[src/hdl/ddo_pkg.sv]
package ddo_pkg;

  typedef struct packed {
    logic signed [31:0] left_count;
    logic signed [31:0] right_count;
    logic signed [15:0] left_speed;
    logic signed [15:0] right_speed;
  } ddo_in_t;

  typedef struct packed {
    logic signed [63:0] x_position;
    logic signed [63:0] y_position;
    logic        [47:0] heading_angle;
    logic signed [15:0] quat_z;
    logic signed [15:0] quat_w;
    logic signed [31:0] forward_speed;
    logic signed [31:0] turn_rate;
  } ddo_out_t;

  typedef enum logic [1:0] {
    REG_ODOM = 2'd0,
    REG_TURN = 2'd1,
    REG_VEL  = 2'd2,
    REG_SPIN = 2'd3
  } cfg_reg_e;

  localparam logic [31:0] ODOM_RESET = 32'd1683930;
  localparam logic [31:0] TURN_RESET = 32'd171525000;
  localparam logic [31:0] VEL_RESET  = 32'd274077;
  localparam logic [31:0] SPIN_RESET = 32'd685192;

  // CORDIC: Q4.30 trig with pre-compensated gain, angles 2^32 per turn
  localparam int TRIG_W     = 34;
  localparam int STEP_W     = 6;
  localparam int ATAN_DEPTH = 40;
  localparam logic signed [TRIG_W-1:0] CORDIC_GAIN = 34'sd652032874;

  localparam logic [31:0] ATAN_TAB [0:ATAN_DEPTH-1] = '{
    32'h20000000, 32'h12E4051E, 32'h09FB385B, 32'h051111D4, 32'h028B0D43,
    32'h0145D7E1, 32'h00A2F61E, 32'h00517C55, 32'h0028BE53, 32'h00145F2F,
    32'h000A2F98, 32'h000517CC, 32'h00028BE6, 32'h000145F3, 32'h0000A2FA,
    32'h0000517D, 32'h000028BE, 32'h0000145F, 32'h00000A30, 32'h00000518,
    32'h0000028C, 32'h00000146, 32'h000000A3, 32'h00000051, 32'h00000029,
    32'h00000014, 32'h0000000A, 32'h00000005, 32'h00000003, 32'h00000001,
    32'h00000001, 32'h00000000, 32'h00000000, 32'h00000000, 32'h00000000,
    32'h00000000, 32'h00000000, 32'h00000000, 32'h00000000, 32'h00000000
  };

  typedef enum logic [3:0] {
    MUL_NONE, MUL_HDG, MUL_TRAV, MUL_FWD, MUL_SPIN,
    MUL_XHI, MUL_XLO, MUL_YHI, MUL_YLO
  } mul_sel_e;

  typedef enum logic [3:0] {
    CAP_NONE, CAP_HDG, CAP_TRAV, CAP_FWD, CAP_SPIN,
    CAP_XHI, CAP_XLO, CAP_YHI, CAP_YLO
  } cap_sel_e;

  typedef enum logic [3:0] {
    S_IDLE, S_HDG, S_TRAV, S_FWD, S_SPIN, S_WAIT,
    S_XHI, S_XLO, S_YHI, S_YLO, S_YFIN, S_UPD
  } ctrl_state_e;

  typedef struct packed {
    logic     load;
    mul_sel_e mul_sel;
    cap_sel_e cap_sel;
    logic     cordic_start;
    logic     update;
  } ddo_cmd_t;

  typedef struct packed {
    logic cordic_done;
    logic out_busy;
  } ddo_status_t;

endpackage

[src/hdl/ddo_ctrl.sv]
module ddo_ctrl (
  input  logic                 clk_i,
  input  logic                 rst_ni,
  input  logic                 in_valid_i,
  output logic                 in_ready_o,
  input  ddo_pkg::ddo_status_t status_i,
  output ddo_pkg::ddo_cmd_t    cmd_o
);
  import ddo_pkg::*;

  ctrl_state_e state_q, state_d;

  always_ff @(posedge clk_i or negedge rst_ni) begin
    if (!rst_ni) state_q <= S_IDLE;
    else         state_q <= state_d;
  end

  always_comb begin
    state_d            = state_q;
    in_ready_o         = 1'b0;
    cmd_o.load         = 1'b0;
    cmd_o.mul_sel      = MUL_NONE;
    cmd_o.cap_sel      = CAP_NONE;
    cmd_o.cordic_start = 1'b0;
    cmd_o.update       = 1'b0;
    unique case (state_q)
      S_IDLE: begin
        in_ready_o = 1'b1;
        if (in_valid_i) begin
          cmd_o.load = 1'b1;
          state_d    = S_HDG;
        end
      end
      S_HDG: begin
        cmd_o.mul_sel = MUL_HDG;
        state_d       = S_TRAV;
      end
      S_TRAV: begin
        cmd_o.mul_sel = MUL_TRAV;
        cmd_o.cap_sel = CAP_HDG;
        state_d       = S_FWD;
      end
      S_FWD: begin
        cmd_o.mul_sel = MUL_FWD;
        cmd_o.cap_sel = CAP_TRAV;
        state_d       = S_SPIN;
      end
      S_SPIN: begin
        cmd_o.mul_sel      = MUL_SPIN;
        cmd_o.cap_sel      = CAP_FWD;
        cmd_o.cordic_start = 1'b1;
        state_d            = S_WAIT;
      end
      S_WAIT: begin
        cmd_o.cap_sel = CAP_SPIN;
        if (status_i.cordic_done) state_d = S_XHI;
      end
      S_XHI: begin
        cmd_o.mul_sel = MUL_XHI;
        state_d       = S_XLO;
      end
      S_XLO: begin
        cmd_o.mul_sel = MUL_XLO;
        cmd_o.cap_sel = CAP_XHI;
        state_d       = S_YHI;
      end
      S_YHI: begin
        cmd_o.mul_sel = MUL_YHI;
        cmd_o.cap_sel = CAP_XLO;
        state_d       = S_YLO;
      end
      S_YLO: begin
        cmd_o.mul_sel = MUL_YLO;
        cmd_o.cap_sel = CAP_YHI;
        state_d       = S_YFIN;
      end
      S_YFIN: begin
        cmd_o.cap_sel = CAP_YLO;
        state_d       = S_UPD;
      end
      S_UPD: begin
        if (!status_i.out_busy) begin
          cmd_o.update = 1'b1;
          state_d      = S_IDLE;
        end
      end
      default: state_d = S_IDLE;
    endcase
  end

  a_no_update_over_busy: assert property (@(posedge clk_i) disable iff (!rst_ni)
    cmd_o.update |-> !status_i.out_busy)
    else $error("result overwritten while output word pending");

  a_load_starts: assert property (@(posedge clk_i) disable iff (!rst_ni)
    cmd_o.load |=> state_q == S_HDG)
    else $error("accepted word did not start the sequence");

  a_wait_holds: assert property (@(posedge clk_i) disable iff (!rst_ni)
    (state_q == S_WAIT && !status_i.cordic_done) |=> state_q == S_WAIT)
    else $error("left cordic wait before both units finished");

endmodule

[config.mk]
export PLATFORM = sky130hd
export DESIGN_NAME = ddo_ctrl
export DESIGN_NICKNAME = d
export VERILOG_FILES = /design/src/hdl/ddo_pkg.sv /design/src/hdl/ddo_ctrl.sv
export SDC_FILE = /design/constraint.sdc
export NUM_CORES = 1
export LEC_CHECK = 0
export BUFFER_PORTS_ARGS = -buffer_cell sky130_fd_sc_hd__buf_2
export CAP_MARGIN = 20
export CORE_AREA = 2 2 39 41
export CTS_CLUSTER_SIZE = 40
export DETAILED_ROUTE_END_ITERATION = 10
export DIE_AREA = 0 0 41 43
export PLACE_DENSITY = 0.63
export SYNTH_ARGS = -nofsm -noshare
export SYNTH_HDL_FRONTEND = slang
export SYNTH_SLANG_ARGS = --single-unit
export TNS_END_PERCENT = 50
[constraint.sdc]
create_clock -name clk_i -period 3 [get_ports clk_i]
set_input_delay 0.15 -clock clk_i [delete_from_list [all_inputs] [get_ports clk_i]]
set_output_delay 0.15 -clock clk_i [all_outputs]
set_load 0.01 [all_outputs]
======== Yosys cells after proc, flatten, opt, wreduce, memory -nomap -nowiden ========
Index checks and enable logic that the tools add are counted.
word-level totals
  bits in registers ....................... 4
  bits of input ports ..................... 5
  output and inout bits ................... 12
  word-level logic and storage cells ...... 29
operators by class
  equality and inequality tests ........... 14
  muxes and demuxes ....................... 12
  reduce and logical (&&, ||, !) cells .... 2
operators with widths
  kind                                                              number
  4-bit one-hot mux with 8 select lines                             2
  4-bit one-hot mux with 12 select lines                            1
  4-bit by 3-bit == test with 1-bit output (second input constant)  4
  4-bit == test (second input constant)                             4
  4-bit two-way mux                                                 3
  4-bit by 2-bit == test with 1-bit output (second input constant)  2
  1-bit two-way mux                                                 6
  2-bit inequality test (second input constant)                     3
  4-bit by 1-bit == test with 1-bit output (second input constant)  1
  4-bit zero test                                                   1
  3-bit AND reduction                                               1

======== Logic depth before layout (Yosys ltp) ========
Gate-level depths: netlist of the first run.
  depth after elaboration ................. 3
  mapped depth ............................ 4
  gate-level depth less buffers ........... 3

======== Worst setup path before layout of the first run ========
OpenSTA, ideal clock, no wires.
  path kind ............................... flip-flop to output port
  start ................................... register state_q[2]
  end ..................................... output port cmd_o[10] (netlist name)
  arrival ................................. 1.309 ns
  required time ........................... 2.850 ns
  setup slack ............................. 1.541 ns
  stages on the path, launching flop included .. 4
  cell sequence ........................... dfrtp_1 buf_6 nor4_1 and2_2
RTL lines
  item                      line            RTL
  start: declaration        ddo_ctrl.sv:11  ctrl_state_e state_q, state_d;
  start signal: assignment  ddo_ctrl.sv:15  else state_q <= state_d;
  end: declaration          ddo_ctrl.sv:7   output ddo_pkg::ddo_cmd_t cmd_o

==> reports/metrics.cfg, run 1 <==
[grt]
grt_usage_pct = 11.8
grt_pass1_wl_um = 1420
grt_max_degree = 16
antenna_found_initial = 0
gr-total-overflow = 0
grt_pass1_vias = 340

[route]
wl_per_cell_um = 9.92
antenna_left = 0
firstDrtPassIters = 4
drtIter0Drc = 2
routed_via_density = 4.86
drc_errors = 0
wirelength_um = 784
vias = 384

[outcome]
status = completed

[min_path]
hp-class = in2reg

[synthesis]
ys_types = 27
synth-edff-count = 0
synth_flop_cell = dfrtp_1
yosysTopAreaCell = dfrtp_1
seq_area_frac_synth_pct = 26.5
synth.top_cells.by_count = dfrtp_1, nand2_1, nor2_1
async_flop_share_pct = 100
synth_area_um2 = 378
yosysWarnings = 0
synth_area_per_cell_um2 = 8.04
synth_seq_cells = 4
synth_cells = 47
netlist.area_leader.share_pct = 26.5
synth.top_cells.by_area = dfrtp_1, buf_6, o32ai_1, a21oi_1, nor3_1
syn-num-nets = 52

[pwr]
leakage_nw = 0.242
switchingPower_uw = 288
p_sw_share_pct = 48.6
p_int_uw = 305
seqPwrFrac_pct = 28.8
clock_power_share_pct = 11.1
vdd_drop_max_mv = 0.385
p_comb_share_pct = 60.1
power_density_nw_per_um2 = 1240
finalPower_uw = 593

[timing]
slew_headroom_pct = 71.5
hold_violations = 0
setup_viol = 0
drv_slew = 0
worst_pin_slew_ns = 0.424
period_needed_ns = 1.77
fin_worst_skew_ns = 0.00368
totalNegativeSetupSlack_ns = 0
fin_crit_sh_pct = 59.1
max_freq_mhz = 564
rsz0062_at_grt = no

[critical_path]
cp.arrival_ns = 1.62
worstPathMaxFanout = 12
worst_ep_required_time_ns = 2.85
path_buf_inv = 1
slowest_delay_ns = 0.50
critical_path_class = reg2out
critPathCaptureType = primary output
crit_chain = nor3b_1 > and2_1 > or3_1 > buf_2
slowest_stage = dfrtp_1
worstSetupStartpointType = flop
critical-path-top-delay-family = simple AND/OR/NAND/NOR gates

[clock_network]
clk_pin_slew_worst_paths_ns = 0.04
postCtsHoldBufs = 1
cts_tree = built
clock-sinks = 4
cts-root-buf = clkbuf_4
cts_buffer_depth = 2
clock_latency_ns = 0.23
h-tree-depth = 1
cts_resized = 0
cts_setup_buffers = 0
numCtsBuffers = 3

[finish]
postLayoutCoreUtil_pct = 34.5
largest_register_ffs = 4
drive_above_1_share_pct = 33.3
nets = 70
fillers = 151
antenna_cells = 0
top_regs = state_q (4)
largest-register = state_q
final_cell_area_um2 = 478
syn_to_final_growth_pct = 26.5

[place]
port_buffers = 16
dpl-instance-area_um2 = 445
routabilityCongestion = 0.727
dpl.hpwl_um = 572

[floorplan]
pin_count = 17
core_um2 = 1380
dieHeight_um = 43
start_util_pct = 27.3
dieArea_um2 = 1760
die_x_um = 41
row_count = 14

[flow_run]
max_cap_viol_count = 0

==> cells in the final DEF, fill, tap and decap left out <==
master | Yosys | final
nand2b_1 | 2 | 2
a21oi_1 | 3 | 3
nor4_1 | 1 | 1
nor2b_1 | 1 | 1
clkbuf_4 | 0 | 3
and2_2 | 1 | 1
or2b_1 | 1 | 1
inv_1 | 1 | 1
xor2_1 | 1 | 1
nor3b_1 | 2 | 2
a222oi_1 | 1 | 1
nand2_1 | 4 | 4
o32ai_1 | 2 | 2
nor3_1 | 3 | 3
o21a_1 | 1 | 1
nand2b_4 | 1 | 1
dlygate4sd3_1 | 0 | 1
o21ai_0 | 2 | 2
o32a_1 | 1 | 1
a21o_1 | 1 | 1
or3_1 | 1 | 1
dfrtp_1 | 4 | 4
nor2_1 | 4 | 4
buf_2 | 2 | 16
and2_1 | 1 | 1
o22ai_1 | 1 | 1
a211oi_1 | 1 | 1
and2b_1 | 2 | 2
==> cell type report <==
class                           instances  area [µm²]  area share (%)
Timing Repair Buffer                   17        90.1            18.8
Tap cell                               16        20.0            4.19
Multi-Input combinational cell         38         241            50.5
Sequential cell                         4         100            20.9
Clock buffer                            3        22.5            4.71
Inverter                                1        3.75           0.785
==> power by group through the flow <==
stage / combinational, mW / clock (mW) / sequential [mW]
6_report: 0.357 / 0.0656 / 0.171
5_1_grt: 0.405 / 0.0739 / 0.188
4_1_cts: 0.361 / 0.0688 / 0.172
3_5_place_dp: 0.358 / 0 / 0.173
3_3_place_gp: 0.360 / 0 / 0.171
2_1_floorplan: 0.340 / 0 / 0.104
==> metrics by stage <==
step                setup slack (ns)  cells  hold slack (ns)
floorplan                       1.54     47           -0.146
global placement                1.48     75          -0.0449
detailed placement              1.47     75          -0.0453
CTS                             1.21     79            0.197
global route                    1.09     79            0.227
finish                          1.23     79            0.202
==> worst min-delay path, stage by stage <==
cell and delay [ns]:
buf_2 0.10, inv_1 0.05, a222oi_1 0.08
==> cells by family after synthesis <==
family	synth area share [%]
buf+inv	9.60
simple gates	37.4
compound gates	24.2
xor+xnor	2.32
flops	26.5
==> per-layer routing <==
layer,up-vias,wire (µm),GRT usage [%]
li1,207,-,-
met1,161,410,17.1
met2,14,312,15.6
met3,2,45,3.14
met4,0,16,6.00
met5,-,0,0
==> final timing paths <==
kind / start / to / slack (ns) / depth (start not counted)
min: in_valid_i / state_q[0] / 0.20 / 3
max: state_q[3] / cmd_o[2] / 1.23 / 4
min reg2reg: state_q[3] / state_q[2] / 0.69 / 1
max in group asynchronous: rst_ni / state_q[3] / 2.64 / 2
min in group asynchronous: rst_ni / state_q[1] / 0.24 / 2
max reg2reg: state_q[3] / state_q[0] / 1.57 / 3
Power figures use the tool's default switching activity.
==> run 2: changes to the inputs <==
--- a/config.mk
+++ b/config.mk
@@ -11,7 +11,7 @@
 export CTS_CLUSTER_SIZE = 40
 export DETAILED_ROUTE_END_ITERATION = 10
 export DIE_AREA = 0 0 41 43
-export PLACE_DENSITY = 0.63
+export PLACE_DENSITY = 0.65
 export SYNTH_ARGS = -nofsm -noshare
 export SYNTH_HDL_FRONTEND = slang
 export SYNTH_SLANG_ARGS = --single-unit
==> constraint.sdc (replaced) <==
create_clock -name clk_i -period 1.5 [get_ports clk_i]
set_input_delay 0.075 -clock clk_i [delete_from_list [all_inputs] [get_ports clk_i]]
set_output_delay 0.075 -clock clk_i [all_outputs]
set_load 0.01 [all_outputs]
==> run 2 against run 1 <==
Compared with the run above: the run now ends with negative setup slack left; utilization rose by 12 points; worst hold slack worse by 0.11 ns; setup slack got worse by 1.2 ns; first-iteration DRC count rose to 3.5 times the previous value; combinational power grew to 3.4 times the previous value; critical path depth up 1; final cell count increased by 15%; die area stayed put; sequential power grew 75%; via count increased by 21%; critical endpoint unchanged; largest cell class unchanged.
==> reports/metrics.cfg, run 2 (synthesized netlist as in run 1, its figures left out) <==
[critical_path]
crit_chain = buf_4 > nand2b_1 > nor3_1 > or3_1 > buf_2
slowest_delay_ns = 0.38
critPathCaptureType = primary output
worstRegToRegCells = 5
worstPathMaxFanout = 5
slowest_stage = dfrtp_2
worst_ep_required_time_ns = 1.42
cp.arrival_ns = 1.44
critical_path_class = reg2out
worstSetupStartpointType = flop

[grt]
antenna_found_initial = 0
gr-total-overflow = 0
grt_pass1_vias = 370
grt_usage_pct = 12.7
grt_pass1_wl_um = 1470
grt_max_degree = 13

[route]
wl_per_cell_um = 12.4
firstDrtPassIters = 4
vias = 463
routed_via_density = 5.09
antenna_left = 0
drtIter0Drc = 7
drc_errors = 0
wirelength_um = 1130

[finish]
largest_register_ffs = 4
final_common_cell = buf_2
final_cell_area_um2 = 647
drive_above_1_share_pct = 60.0
largest-register = state_q
nets = 82
final_cell_mix = buf_2, buf_4
top_regs = state_q (4)
antenna_cells = 0
syn_to_final_growth_pct = 71.2

[outcome]
status = complete, but fails checks
violations = negative setup slack

[timing]
slew_headroom_pct = 82.7
rsz0062_at_grt = yes
fin_worst_skew_ns = 0.0116
hold_violations = 0
max_freq_mhz = 659
period_needed_ns = 1.52
worst_pin_slew_ns = 0.257
hold_ws_ns = 0.0936
layout_setup_ws_ns = -0.0163
fin_crit_sh_pct = 101
setup_viol = 1
totalNegativeSetupSlack_ns = -0.0163
drv_slew = 0

[floorplan]
die_x_um = 41
row_count = 14
dieHeight_um = 43
pin_count = 17
dieArea_um2 = 1760
core_um2 = 1380
start_util_pct = 27.3

[clock_network]
clock-sinks = 4
h-tree-depth = 1
cts_buffer_depth = 2
numCtsBuffers = 3
cts-root-buf = clkbuf_4
clk_pin_slew_worst_paths_ns = 0.04
cts_tree = built
clock_latency_ns = 0.25

[pwr]
seqPwrFrac_pct = 17.8
clock_power_share_pct = 8.7
leakage_nw = 0.318
p_comb_share_pct = 73.5
p_sw_share_pct = 45.1
switchingPower_uw = 757
vdd_drop_max_mv = 0.890
finalPower_mw = 1.68
power_density_nw_per_um2 = 2600
p_int_uw = 923

[place]
port_buffers = 16
post-place-ws_ns = 0.0973
dpl-instance-area_um2 = 490
routabilityCongestion = 0.769
dpl.hpwl_um = 693

[min_path]
hold_depth = 3
hp-class = in2reg

[flow_run]
max_cap_viol_count = 0

-- run 2: layer usage --
layer	track usage (%)	wire, µm	vias to the layer above	share of wire [%]
li1	-	-	229	-
met1	14.3	453	222	40
met2	19.1	602	9	53
met3	3.14	47	3	4.2
met4	10.0	23	0	2.0
met5	0	0	-	0
-- run 2: critical path: cells and delay by family, from the launching register on --
kind | cells | cell delay (ns)
buffers and inverters | 2 | 0.31
AND/OR/NAND/NOR | 3 | 0.51
flip-flops | 1 | 0.38
-- run 2: layout make-up --
type                            instances  area, µm²
Timing Repair Buffer                   29        195
Clock buffer                            3       22.5
Fill cell                             138        737
Tap cell                               16       20.0
Sequential cell                         4        105
Multi-Input combinational cell         38        300
Inverter                                1       3.75
-- run 2: power groups by stage --
stage / Combinational (mW) / Clock (mW) / Sequential (mW)
finish: 1.23 / 0.146 / 0.299
global route: 1.34 / 0.147 / 0.310
CTS: 0.937 / 0.141 / 0.289
detailed placement: 0.895 / 0 / 0.292
global placement: 0.892 / 0 / 0.291
floorplan: 0.679 / 0 / 0.209
-- run 2: worst paths after layout --
check / from / slack, ns / to
hold reg to reg: state_q[0] / 0.63 / state_q[0]
min in group asynchronous: rst_ni / 0.16 / state_q[2]
hold / removal: in_valid_i / 0.09 / state_q[0]
setup reg to reg: state_q[2] / 0.10 / state_q[1]
setup / recovery: state_q[3] / -0.02 / cmd_o[2]
max in group asynchronous: rst_ni / 1.20 / state_q[3]
-- run 2: what timing repair did --
item | 4_1_cts | 5_1_grt
setup buffers | 1 | 5
gates cloned | 0 | 0
setup endpoints to repair | 6 | 5
pin swaps | 0 | 4
gates resized for setup | 4 | 16
hold endpoints to repair | 4 | 0
hold buffers | 1 | 0
-- run 2: through the flow --
| step | util (%) | std cells |
|---|---|---|
| final | 46.7 | 91 |
| after detailed placement | 35.4 | 81 |
| after global routing | 46.7 | 91 |
| after global placement | 35.4 | 81 |
| after CTS | 39.0 | 86 |
| after floorplan | - | 47 |
